<file path="config.mk">
export PLATFORM = sky130hd
export DESIGN_NAME = mark_release_stack_allocator
export DESIGN_NICKNAME = d
export VERILOG_FILES = /design/src/sv/mrsa_pkg.sv /design/src/sv/mrsa_fit.sv /design/src/sv/mark_release_stack_allocator.sv
export SDC_FILE = /design/constraint.sdc
export NUM_CORES = 1
export LEC_CHECK = 0
export ABC_AREA = 0
export BUFFER_PORTS_ARGS = -buffer_cell sky130_fd_sc_hd__buf_2
export CORE_MARGIN = 2
export CORE_UTILIZATION = 46
export CTS_CLUSTER_SIZE = 28
export DETAILED_ROUTE_END_ITERATION = 7
export PLACE_DENSITY_LB_ADDON = 0.2
export SYNTH_ARGS = -nofsm -noshare
export SYNTH_HDL_FRONTEND = slang
export SYNTH_HIERARCHICAL = 1
export SYNTH_SLANG_ARGS = --single-unit
</file>
<file path="constraint.sdc">
create_clock -name aclk -period 12.1 [get_ports aclk]
set_clock_uncertainty 0.1 [all_clocks]
set_input_delay 1.21 -clock aclk [delete_from_list [all_inputs] [get_ports aclk]]
set_output_delay 1.21 -clock aclk [all_outputs]
set_load 0.01 [all_outputs]
</file>
<file path="src/sv/mrsa_pkg.sv">
// Shared types and constants for the mark/release stack allocator.
// Used by mrsa_fit and mark_release_stack_allocator; no dependencies.
`timescale 1ns / 1ps
`default_nettype none

package mrsa_pkg;

    // Address and field widths
    localparam int ADDR_W     = 28;
    localparam int NEED_W     = ADDR_W + 1;
    localparam int AREA_COUNT = 2;

    typedef logic [ADDR_W-1:0] addr_t;
    typedef logic [NEED_W-1:0] need_t;

    // Operation codes
    localparam logic [1:0] FUNC_ALLOC  = 2'd0;
    localparam logic [1:0] FUNC_FREE   = 2'd1;
    localparam logic [1:0] FUNC_REWIND = 2'd2;
    localparam logic [1:0] FUNC_LOCK   = 2'd3;

    // Result status codes
    localparam logic [1:0] STAT_OK       = 2'd0;
    localparam logic [1:0] STAT_NO_SPACE = 2'd1;
    localparam logic [1:0] STAT_BAD_FREE = 2'd2;

    // Configuration register indexes
    localparam logic [1:0] REG_AREA0_START = 2'd0;
    localparam logic [1:0] REG_AREA1_START = 2'd1;
    localparam logic [1:0] REG_AREA0_END   = 2'd2;
    localparam logic [1:0] REG_AREA1_END   = 2'd3;

    // Configuration reset values
    localparam addr_t AREA0_START_RST = 28'h0200000;
    localparam addr_t AREA1_START_RST = 28'h6004000;
    localparam addr_t AREA0_END_RST   = 28'h0300000;
    localparam addr_t AREA1_END_RST   = 28'h6100000;

    // Room report of one area
    typedef struct packed {
        logic  fits;
        addr_t room;
    } fit_t;

endpackage : mrsa_pkg

`default_nettype wire

</file>
<file path="src/sv/mrsa_fit.sv">
// Free-room calculation and fit test for one allocation area.
// Depends on mrsa_pkg.
`timescale 1ns / 1ps
`default_nettype none

module mrsa_fit (
    input  mrsa_pkg::addr_t top,
    input  mrsa_pkg::addr_t end_addr,
    input  mrsa_pkg::need_t need,
    output mrsa_pkg::fit_t  result
);
    import mrsa_pkg::*;

    addr_t room;

    // Saturate room to zero when the top is at or past the end
    assign room = (end_addr > top) ? (end_addr - top) : '0;

    // Serve only when the room strictly exceeds the rounded size
    assign result.room = room;
    assign result.fits = ({1'b0, room} > need);

endmodule : mrsa_fit

`default_nettype wire

</file>
<file path="src/sv/mark_release_stack_allocator.sv">
// Mark/release stack allocator for two areas: mark memory, control sequencer.
// Depends on mrsa_pkg and mrsa_fit.
`timescale 1ns / 1ps
`default_nettype none

// Two-area bump allocator with a ring of MARK_DEPTH marks per area held in one
// synchronous mark memory (one write port, two registered read ports). Alloc,
// free and lock pass through an execute step, against the cached tops and the
// mark read issued at acceptance, and a done step that forms the free-byte
// report and accepts the next item once the result register is free. A rewind
// adds reload steps S_RW0 and S_RW1 before done, as the base mark of each area
// goes through the single write port in turn; the first item after reset runs
// that load first. No clearing pass runs after reset. Configuration writes take
// effect at once for ends, and for starts at the next rewind while unlocked.
module mark_release_stack_allocator #(
    parameter int MARK_DEPTH = 8
) (
    input  wire         aclk,
    input  wire         aresetn,
    // Input stream
    input  wire         s_tvalid,
    output logic        s_tready,
    input  wire  [55:0] s_tdata,   // [27:0] size, [55:28] addr
    input  wire  [2:0]  s_tuser,   // [1:0] func, [2] area
    // Result stream
    output logic        m_tvalid,
    input  wire         m_tready,
    output logic [55:0] m_tdata,   // [27:0] block_addr, [55:28] free_bytes
    output logic [2:0]  m_tuser,   // [1:0] status, [2] served_area
    // Configuration write port
    input  wire         cfg_we,
    input  wire  [1:0]  cfg_index,
    input  wire  [27:0] cfg_wdata
);
    import mrsa_pkg::*;

    localparam int IDX_W     = (MARK_DEPTH > 1) ? $clog2(MARK_DEPTH) : 1;
    localparam int MEM_DEPTH = AREA_COUNT * MARK_DEPTH;
    localparam int MEM_AW    = $clog2(MEM_DEPTH);

    localparam logic [2:0] S_IDLE = 3'd0;
    localparam logic [2:0] S_EXEC = 3'd1;
    localparam logic [2:0] S_RW0  = 3'd2;
    localparam logic [2:0] S_RW1  = 3'd3;
    localparam logic [2:0] S_DONE = 3'd4;

    typedef logic [IDX_W-1:0] idx_t;

    function automatic idx_t ring_next(input idx_t i);
        ring_next = (i == IDX_W'(MARK_DEPTH - 1)) ? '0 : i + 1'b1;
    endfunction

    function automatic idx_t ring_prev(input idx_t i);
        ring_prev = (i == '0) ? IDX_W'(MARK_DEPTH - 1) : i - 1'b1;
    endfunction

    function automatic logic [MEM_AW-1:0] mem_addr(input logic a, input idx_t i);
        mem_addr = (a ? MEM_AW'(MARK_DEPTH) : MEM_AW'(0)) + MEM_AW'(i);
    endfunction

    // Configuration
    addr_t cfg_start_reg [AREA_COUNT];
    addr_t cfg_end_reg   [AREA_COUNT];

    // Control and allocator state
    logic [2:0] state_reg, state_next;
    addr_t      top_reg  [AREA_COUNT];
    addr_t      top_next [AREA_COUNT];
    idx_t       idx_reg  [AREA_COUNT];
    idx_t       idx_next [AREA_COUNT];
    addr_t      lock_reg [AREA_COUNT];
    addr_t      lock_next[AREA_COUNT];
    logic       locked_reg, locked_next;
    logic       loaded_reg, loaded_next;

    // Held item and partial result
    logic [1:0] func_reg, func_next;
    logic       area_reg, area_next;
    addr_t      size_reg, size_next;
    addr_t      addr_reg, addr_next;
    addr_t      blk_reg, blk_next;
    logic [1:0] status_reg, status_next;
    logic       served_reg, served_next;

    // Output register
    logic        m_tvalid_reg, m_tvalid_next;
    logic [55:0] m_tdata_reg, m_tdata_next;
    logic [2:0]  m_tuser_reg, m_tuser_next;

    // Mark memory
    addr_t             mark_mem   [MEM_DEPTH];
    addr_t             rd_data_reg[AREA_COUNT];
    logic              mem_we;
    logic [MEM_AW-1:0] mem_waddr;
    addr_t             mem_wdata;

    logic  s_accept;
    logic  out_free;
    need_t need;
    fit_t  fit_res [AREA_COUNT];
    addr_t rwd_val [AREA_COUNT];

    // Handshake
    assign out_free = !m_tvalid_reg || m_tready;
    assign s_tready = (state_reg == S_IDLE) || ((state_reg == S_DONE) && out_free);
    assign s_accept = s_tvalid && s_tready;

    assign m_tvalid = m_tvalid_reg;
    assign m_tdata  = m_tdata_reg;
    assign m_tuser  = m_tuser_reg;

    // Round the request up to whole words at full width
    assign need = ({1'b0, size_reg} + NEED_W'(3)) & {{(NEED_W-2){1'b1}}, 2'b00};

    // Room and fit per area against the cached tops
    for (genvar g = 0; g < AREA_COUNT; g++) begin : g_area
        mrsa_fit u_fit (
            .top      (top_reg[g]),
            .end_addr (cfg_end_reg[g]),
            .need     (need),
            .result   (fit_res[g])
        );
        assign rwd_val[g] = locked_reg ? lock_reg[g] : cfg_start_reg[g];
    end

    // Next-state logic
    always_comb begin
        logic  sel;
        logic  hit;
        idx_t  ni;
        addr_t new_top;

        state_next    = state_reg;
        top_next      = top_reg;
        idx_next      = idx_reg;
        lock_next     = lock_reg;
        locked_next   = locked_reg;
        loaded_next   = loaded_reg;
        func_next     = func_reg;
        area_next     = area_reg;
        size_next     = size_reg;
        addr_next     = addr_reg;
        blk_next      = blk_reg;
        status_next   = status_reg;
        served_next   = served_reg;
        m_tvalid_next = m_tvalid_reg;
        m_tdata_next  = m_tdata_reg;
        m_tuser_next  = m_tuser_reg;
        mem_we        = 1'b0;
        mem_waddr     = '0;
        mem_wdata     = '0;
        sel           = 1'b0;
        hit           = 1'b0;
        ni            = '0;
        new_top       = '0;

        // Drop the result once taken
        if (m_tvalid_reg && m_tready) begin
            m_tvalid_next = 1'b0;
        end

        unique case (state_reg)
            S_IDLE: begin
            end
            S_EXEC: begin
                state_next = S_DONE;
                unique case (func_reg)
                    FUNC_ALLOC: begin
                        // Preferred area first, then the other one
                        if (fit_res[area_reg].fits) begin
                            sel = area_reg;
                            hit = 1'b1;
                        end else if (fit_res[~area_reg].fits) begin
                            sel = ~area_reg;
                            hit = 1'b1;
                        end
                        if (hit) begin
                            ni            = ring_next(idx_reg[sel]);
                            new_top       = top_reg[sel] + need[ADDR_W-1:0];
                            idx_next[sel] = ni;
                            top_next[sel] = new_top;
                            mem_we        = 1'b1;
                            mem_waddr     = mem_addr(sel, ni);
                            mem_wdata     = new_top;
                            blk_next      = top_reg[sel];
                            served_next   = sel;
                            status_next   = STAT_OK;
                        end else begin
                            status_next = STAT_NO_SPACE;
                        end
                    end
                    FUNC_FREE: begin
                        // Pop the lowest area whose previous mark matches
                        priority if (rd_data_reg[0] == addr_reg) begin
                            idx_next[0] = ring_prev(idx_reg[0]);
                            top_next[0] = addr_reg;
                            served_next = 1'b0;
                        end else if (rd_data_reg[1] == addr_reg) begin
                            idx_next[1] = ring_prev(idx_reg[1]);
                            top_next[1] = addr_reg;
                            served_next = 1'b1;
                        end else begin
                            status_next = STAT_BAD_FREE;
                        end
                    end
                    FUNC_REWIND: begin
                        state_next = S_RW0;
                    end
                    FUNC_LOCK: begin
                        lock_next   = top_reg;
                        locked_next = 1'b1;
                    end
                    default: begin
                    end
                endcase
            end
            S_RW0: begin
                // Reload both stacks; base mark of area zero goes to memory
                for (int a = 0; a < AREA_COUNT; a++) begin
                    top_next[a] = rwd_val[a];
                    idx_next[a] = '0;
                end
                mem_we      = 1'b1;
                mem_waddr   = mem_addr(1'b0, '0);
                mem_wdata   = rwd_val[0];
                loaded_next = 1'b1;
                state_next  = S_RW1;
            end
            S_RW1: begin
                // Base mark of area one, already in its cached top
                mem_we     = 1'b1;
                mem_waddr  = mem_addr(1'b1, '0);
                mem_wdata  = top_reg[1];
                state_next = (func_reg == FUNC_REWIND) ? S_DONE : S_EXEC;
            end
            S_DONE: begin
                // Load the result with the post-operation room of the asked area
                if (out_free) begin
                    m_tvalid_next = 1'b1;
                    m_tdata_next  = {fit_res[area_reg].room, blk_reg};
                    m_tuser_next  = {served_reg, status_reg};
                    state_next    = S_IDLE;
                end
            end
            default: begin
                state_next = S_IDLE;
            end
        endcase

        // Take a new transaction
        if (s_accept) begin
            func_next   = s_tuser[1:0];
            area_next   = s_tuser[2];
            size_next   = s_tdata[27:0];
            addr_next   = s_tdata[55:28];
            blk_next    = '0;
            status_next = STAT_OK;
            served_next = 1'b0;
            state_next  = loaded_reg ? S_EXEC : S_RW0;
        end
    end

    // Control registers
    always_ff @(posedge aclk) begin
        if (!aresetn) begin
            state_reg    <= S_IDLE;
            idx_reg      <= '{default: '0};
            locked_reg   <= 1'b0;
            loaded_reg   <= 1'b0;
            m_tvalid_reg <= 1'b0;
        end else begin
            state_reg    <= state_next;
            idx_reg      <= idx_next;
            locked_reg   <= locked_next;
            loaded_reg   <= loaded_next;
            m_tvalid_reg <= m_tvalid_next;
        end
    end

    // Payload registers
    always_ff @(posedge aclk) begin
        top_reg     <= top_next;
        lock_reg    <= lock_next;
        func_reg    <= func_next;
        area_reg    <= area_next;
        size_reg    <= size_next;
        addr_reg    <= addr_next;
        blk_reg     <= blk_next;
        status_reg  <= status_next;
        served_reg  <= served_next;
        m_tdata_reg <= m_tdata_next;
        m_tuser_reg <= m_tuser_next;
    end

    // Configuration registers
    always_ff @(posedge aclk) begin
        if (!aresetn) begin
            cfg_start_reg[0] <= AREA0_START_RST;
            cfg_start_reg[1] <= AREA1_START_RST;
            cfg_end_reg[0]   <= AREA0_END_RST;
            cfg_end_reg[1]   <= AREA1_END_RST;
        end else if (cfg_we) begin
            unique case (cfg_index)
                REG_AREA0_START: cfg_start_reg[0] <= cfg_wdata;
                REG_AREA1_START: cfg_start_reg[1] <= cfg_wdata;
                REG_AREA0_END:   cfg_end_reg[0]   <= cfg_wdata;
                REG_AREA1_END:   cfg_end_reg[1]   <= cfg_wdata;
                default: begin
                end
            endcase
        end
    end

    // Mark memory: one write port, previous marks of both areas read on accept
    always_ff @(posedge aclk) begin
        if (mem_we) begin
            mark_mem[mem_waddr] <= mem_wdata;
        end
        if (s_accept) begin
            rd_data_reg[0] <= mark_mem[mem_addr(1'b0, ring_prev(idx_reg[0]))];
            rd_data_reg[1] <= mark_mem[mem_addr(1'b1, ring_prev(idx_reg[1]))];
        end
    end

    // Memory writes only from the execute and reload steps, never with a read
    a_write_state: assert property (@(posedge aclk) disable iff (!aresetn)
        mem_we |-> ((state_reg == S_EXEC) || (state_reg == S_RW0) || (state_reg == S_RW1))
                   && !s_accept)
        else $error("mark memory written outside execute or reload");

    // Ring indexes stay within the ring
    a_idx_range: assert property (@(posedge aclk) disable iff (!aresetn)
        (idx_reg[0] <= IDX_W'(MARK_DEPTH - 1)) && (idx_reg[1] <= IDX_W'(MARK_DEPTH - 1)))
        else $error("ring index out of range");

    // Execution only runs on loaded stacks
    a_exec_loaded: assert property (@(posedge aclk) disable iff (!aresetn)
        (state_reg == S_EXEC) |-> loaded_reg)
        else $error("operation executed before the stacks were loaded");

    // Second reload step sees both indexes at the base
    a_reload_base: assert property (@(posedge aclk) disable iff (!aresetn)
        (state_reg == S_RW1) |-> ((idx_reg[0] == '0) && (idx_reg[1] == '0)
                                  && $past(state_reg == S_RW0)))
        else $error("reload did not reset ring indexes");

endmodule : mark_release_stack_allocator

`default_nettype wire
</file>
# == Word-level counts from Yosys, hierarchy flattened ==
# Memories as Yosys holds them, arrays and structs flattened.
# Cells that the tools add are included.
# op_classes
n_eq_ne,24
n_bitwise,8
reduce_logical,23
add_sub_neg,9
muxes,97
n_lt_le_gt_ge,8
# op_table
op,n
two-way mux 28 bit,17
one-hot mux 56 bit (2 select lines),2
two-way mux 29 bit,6
one-hot mux 28 bit (3 select lines),1
greater-than comparator 28 x 29 -> 1 bit,2
bitwise mux 56 bit,1
equality test 28 bit,2
greater-than comparator 28 bit,2
two-way mux 56 bit,1
subtractor 28 bit,2
two-way mux 3 bit,14
two-way mux 1 bit,38
adder 28 x 2 -> 29 bit (second input constant),1
adder 28 bit,1
demux 28 bit (select 1 bit),1
one-hot mux 6 bit (2 select lines),2
inequality test 3 bit (second input constant),6
one-hot mux 3 bit (5 select lines),1
two-way mux 4 bit,3
AND reduction 4 bit,3
logical NOT 3 bit,3
equality test 2 bit (second input constant),4
inequality test 2 bit (second input constant),4
one-hot mux 4 bit (2 select lines),1
29 further kinds,51
# totals
word_cells,192
mem_bits_rw,616
reg_bits,273
mem_count,4
out_inout_bits,61
# memory_table
memory,depth,word_bits,read_ports,rd_clocked_by_memory_dff,wr,line_no,text
mark_mem,16,28,2,0,1,mark_release_stack_allocator.sv:91,addr_t mark_mem [MEM_DEPTH];
cfg_end_reg,2,28,2,0,2,mark_release_stack_allocator.sv:63,addr_t cfg_end_reg [AREA_COUNT];
cfg_start_reg,2,28,2,0,2,mark_release_stack_allocator.sv:62,addr_t cfg_start_reg [AREA_COUNT];
rd_data_reg,2,28,2,0,2,mark_release_stack_allocator.sv:92,addr_t rd_data_reg[AREA_COUNT];

# == Logic depth before layout (Yosys ltp) ==
# An unclocked memory read counts as a cell.
# logic_depth
ltp_word,21
depth_mapped,37

# == Hierarchy ==
# Netlist, hierarchy kept.
# by_module_without_submodules
mod,cells_per_inst,area_per_inst_um2,n_inst
mark_release_stack_allocator,2079,36009.5,1
mrsa_fit at g_area[0].u_fit,427,2813.9,1
mrsa_fit at g_area[1].u_fit,380,2501.1,1

# == Worst setup path before layout ==
# OpenSTA, ideal clock, no wires.
# synth_path
path_kind,register to register
from,register top_reg[0] (netlist name)
to,memory mark_mem[0][27] (netlist name) (data pin)
setup_ns,0.307
t_arrival_ns,7.080
t_required_ns,11.693
stages_incl_launch_ff,37
slack_ns,4.613
path_cell_list,edfxtp_1 > ha_1 > fa_1 > nand2b_1 > a211oi_1 > o21ai_1 > a31oi_1 > o21a_1 > o21ai_2 > buf_6 > buf_4 > nor2_1 > ha_1 > nor2b_1 > o21a_1 > o21a_1 > o21a_1 > o21ai_0 > o211ai_1 > a211oi_1 > nor2_1 > o21ai_1 > clkbuf_1 > buf_1 > nand2_1 > nand2_1 > ha_1 > buf_2 > a21o_1 > a21o_1 > a211oi_2 > nand3_1 > a2111oi_2 > o41ai_1 > a21oi_1 > xnor2_1 > a221o_1
# synth_lines
element,line_no,text
from (decl),mark_release_stack_allocator.sv:67,addr_t top_reg [AREA_COUNT];
from (signal assigned),mark_release_stack_allocator.sv:282,top_reg <= top_next;
to (decl),mark_release_stack_allocator.sv:91,

==> impl_metrics.tcl <==
set metrics [dict create \
    ys_seq_elements 889 \
    gr-usage-all-layers_pct 26.00 \
    drc_errors 0 \
    grt_pass1_vias 26259 \
    clock_sinks 889 \
    io_pins 155 \
    synthCells 2886 \
    clock_latency_ns 0.67 \
    slew_headroom_pct 14.59 \
    status "completed" \
    async_flop_share_pct 0 \
    layout-drive-gt1-share_pct 19.28 \
    worst_slew_pin_slew_ns 1.276 \
    drv_slew 0 \
    portBuffers 154 \
    clockBufferDepth 3 \
    synthSimpleGateAreaFrac_pct 8.251 \
    slowest_stage "o31ai_1" \
    ys_types 90 \
    cts_hold_buffers 0 \
    cp-start-kind "flop" \
    hold-path-cell-count 0 \
    hold_path.startpoint "blk_reg[24]" \
    max_freq_mhz 103.1 \
    core_um2 88650 \
    synthAdderAreaFrac_pct 4.445 \
    chipWidth_um 303.7 \
    ctsResizeCount 0 \
    syn_avg_cell_area_um2 14.32 \
    required_ns 12.40 \
    holdWs_ns 0.3307 \
    layout_setup_ws_ns 2.402 \
    layout_common_cells "edfxtp_1 (846), nor2_1 (174), nand2_1 (168), buf_2 (154), inv_1 (144)" \
    place_congestion 0.9410 \
    grt_first_pass_wirelength_um 177000 \
    hpwlAfterDp_um 82670 \
    rr_worst_depth 30 \
    synth_edf_count 846 \
    overflow 0 \
    chipHeight_um 303.7 \
    min_period_ns 9.698 \
    hold_violations 0 \
    clkTransAtPathRegs_ns 0.06 \
    yosys_warnings 6 \
    synth_compound_gate_area_share_pct 8.226 \
    pre_cts_ws_ns 2.506 \
    ant_nets 0 \
    regToRegSetupSlack_ns 2.40 \
    drtIter0Drc 2876 \
    r2r_end "mark_mem[6][27]" \
    end_kind "flop" \
    critPathBufInv 2 \
    vias 26304 \
    wire_per_inst_um 28.09 \
    grt_antenna_before_repair 1 \
    yosysSeqAreaShare_pct 63.56 \
    rr_startpoint "top_reg[28]" \
    layout.nets 3307 \
    area_growth_pct 13.12 \
    cts-root-buf "clkbuf_16" \
    finish.utilization_pct 52.73 \
    largest_reg_flops 448 \
    drt_first_pass_iters 6 \
    path_class "flop to flop" \
    die_area_um2 92250 \
    grt_max_degree 64 \
    crit_family "compound AO/OA/AOI/OAI gates" \
    synth-xor-area-share_pct 3.000 \
    fin_crit_sh_pct 80.15 \
    layout_commonest_cell "edfxtp_1" \
    placementRows 109 \
    synth.mux.area_fraction_pct 9.858 \
    synth_flop_cell "edfxtp_1" \
    setup-tns-final_ns 0 \
    hp-class "flop to flop" \
    p_leak_nw 17.09 \
    finalSetupViolations 0 \
    crit_path_max_fanout 40 \
    routed_wl_um 121200 \
    synth_area_um2 41320 \
    p_per_area_nw_per_um2 167.7 \
    arrival_ns 10.00 \
    holdPathEnd "m_tdata[24]" \
    registers.top_by_ff_count "mark_mem" \
    cts_tree "done" \
    max_stage_delay_ns 0.80 \
    ir_drop_mv 0.1174 \
    viasPerCell 6.099 \
    antenna-diode-count 0 \
    numCtsBuffers 93 \
    rsz0062_at_grt "no" \
    start_util_pct 46.62 \
    synth_top_family_by_area "multiplexers" \
    htreeDepth 3 \
    postCtsSetupRepairBufs 0 \
    drv_cap 0 \
]
## cell usage after synthesis (all sizes together) (5+ instances only)
cell | instances | area (µm²)
mux4 | 112 | 2522
mux2 | 85 | 957.2
nand2b | 14 | 87.58
o21a | 27 | 202.7
a31oi | 17 | 106.4
and2 | 65 | 406.6
and3 | 21 | 132.6
nand4 | 44 | 281.5
a221oi | 28 | 245.2
a21oi | 140 | 711.9
or3 | 16 | 100.1
mux2i | 59 | 594.3
nor4 | 20 | 158.9
edfxtp | 846 | 25400
dfxtp | 43 | 860.8
nor3 | 33 | 175.2
buf | 45 | 255.3
o31ai | 5 | 37.54
a211oi | 19 | 147.6
o21ai | 94 | 481.7
or2 | 6 | 37.54
nand2 | 169 | 636.9
ha | 142 | 1777
o22ai | 6 | 37.54
a21o | 54 | 406.6
nor2 | 194 | 730.7
xnor2 | 71 | 621.9
o21bai | 7 | 56.30
a221o | 52 | 520.5
xor2 | 68 | 595.6
o211ai | 16 | 125.1
nand3 | 66 | 335.3
and4 | 9 | 78.83
nor2b | 16 | 100.1
inv | 146 | 548.0
clkbuf | 78 | 292.8
## how the worst max path moves through the flow
| stage | startpoint | cells after the start | slack (ns) | endpoint |
|---|---|---|---|---|
| after floorplan | top_reg[0] | 36 | 4.61 | mark_mem[0][27] |
| after global placement | top_reg[28] | 30 | 2.57 | mark_mem[8][27] |
| after detailed placement | top_reg[28] | 30 | 2.51 | mark_mem[1][27] |
| after CTS | top_reg[28] | 30 | 2.47 | mark_mem[6][27] |
| after global routing | top_reg[28] | 30 | 2.03 | mark_mem[6][27] |
| final | top_reg[28] | 30 | 2.40 | mark_mem[6][27] |
## per-stage QoR
| step | std cells | power [mW] | instance area [µm²] |
|---|---|---|---|
| 2_1_floorplan | 2889 | 4.546 | 41340 |
| 3_3_place_gp | 4138 | 4.955 | 43650 |
| 3_5_place_dp | 4138 | 4.976 | 43650 |
| 4_1_cts | 4313 | 7.865 | 46750 |
| 5_1_grt | 4313 | 8.113 | 46750 |
| 6_report | 4313 | 7.839 | 46750 |
## final cells by class
cell class / count / area (µm²)
Timing Repair Buffer: 207 / 1169
Clock inverter: 48 / 599.3
Multi-Input combinational cell: 1731 / 14210
Sequential cell: 889 / 26270
Clock buffer: 127 / 2496
Tap cell: 1165 / 1458
Fill cell: 7368 / 41900
Inverter: 146 / 548.0
## cells by family after synthesis
| logic type | Yosys count |
|---|---|
| xor gates and xnor gates | 140 |
| DFF | 889 |
| adders and majority gates | 145 |
| AOI/OAI and AO/OA | 497 |
| and+or+nand+nor | 689 |
| other | 1 |
| buffers and inverters | 269 |
| muxes | 256 |
## routing by layer
metal | track usage, % | share of wire (%) | vias up
met5 | 0 | 0 | -
met1 | 36.08 | 42 | 13351
met2 | 41.80 | 47 | 1264
met3 | 3.958 | 7.6 | 230
li1 | - | - | 11459
met4 | 9.406 | 3.9 | 0
## report_power, final
| group | internal (mW) | leakage, nW | switching [mW] |
|---|---|---|---|
| clock | 1.67 | 1.48 | 1.22 |
| sequential | 3.52 | 8.60 | 0.0851 |
| combinational | 0.484 | 7.01 | 0.853 |
Power figures use the tool's default switching activity.
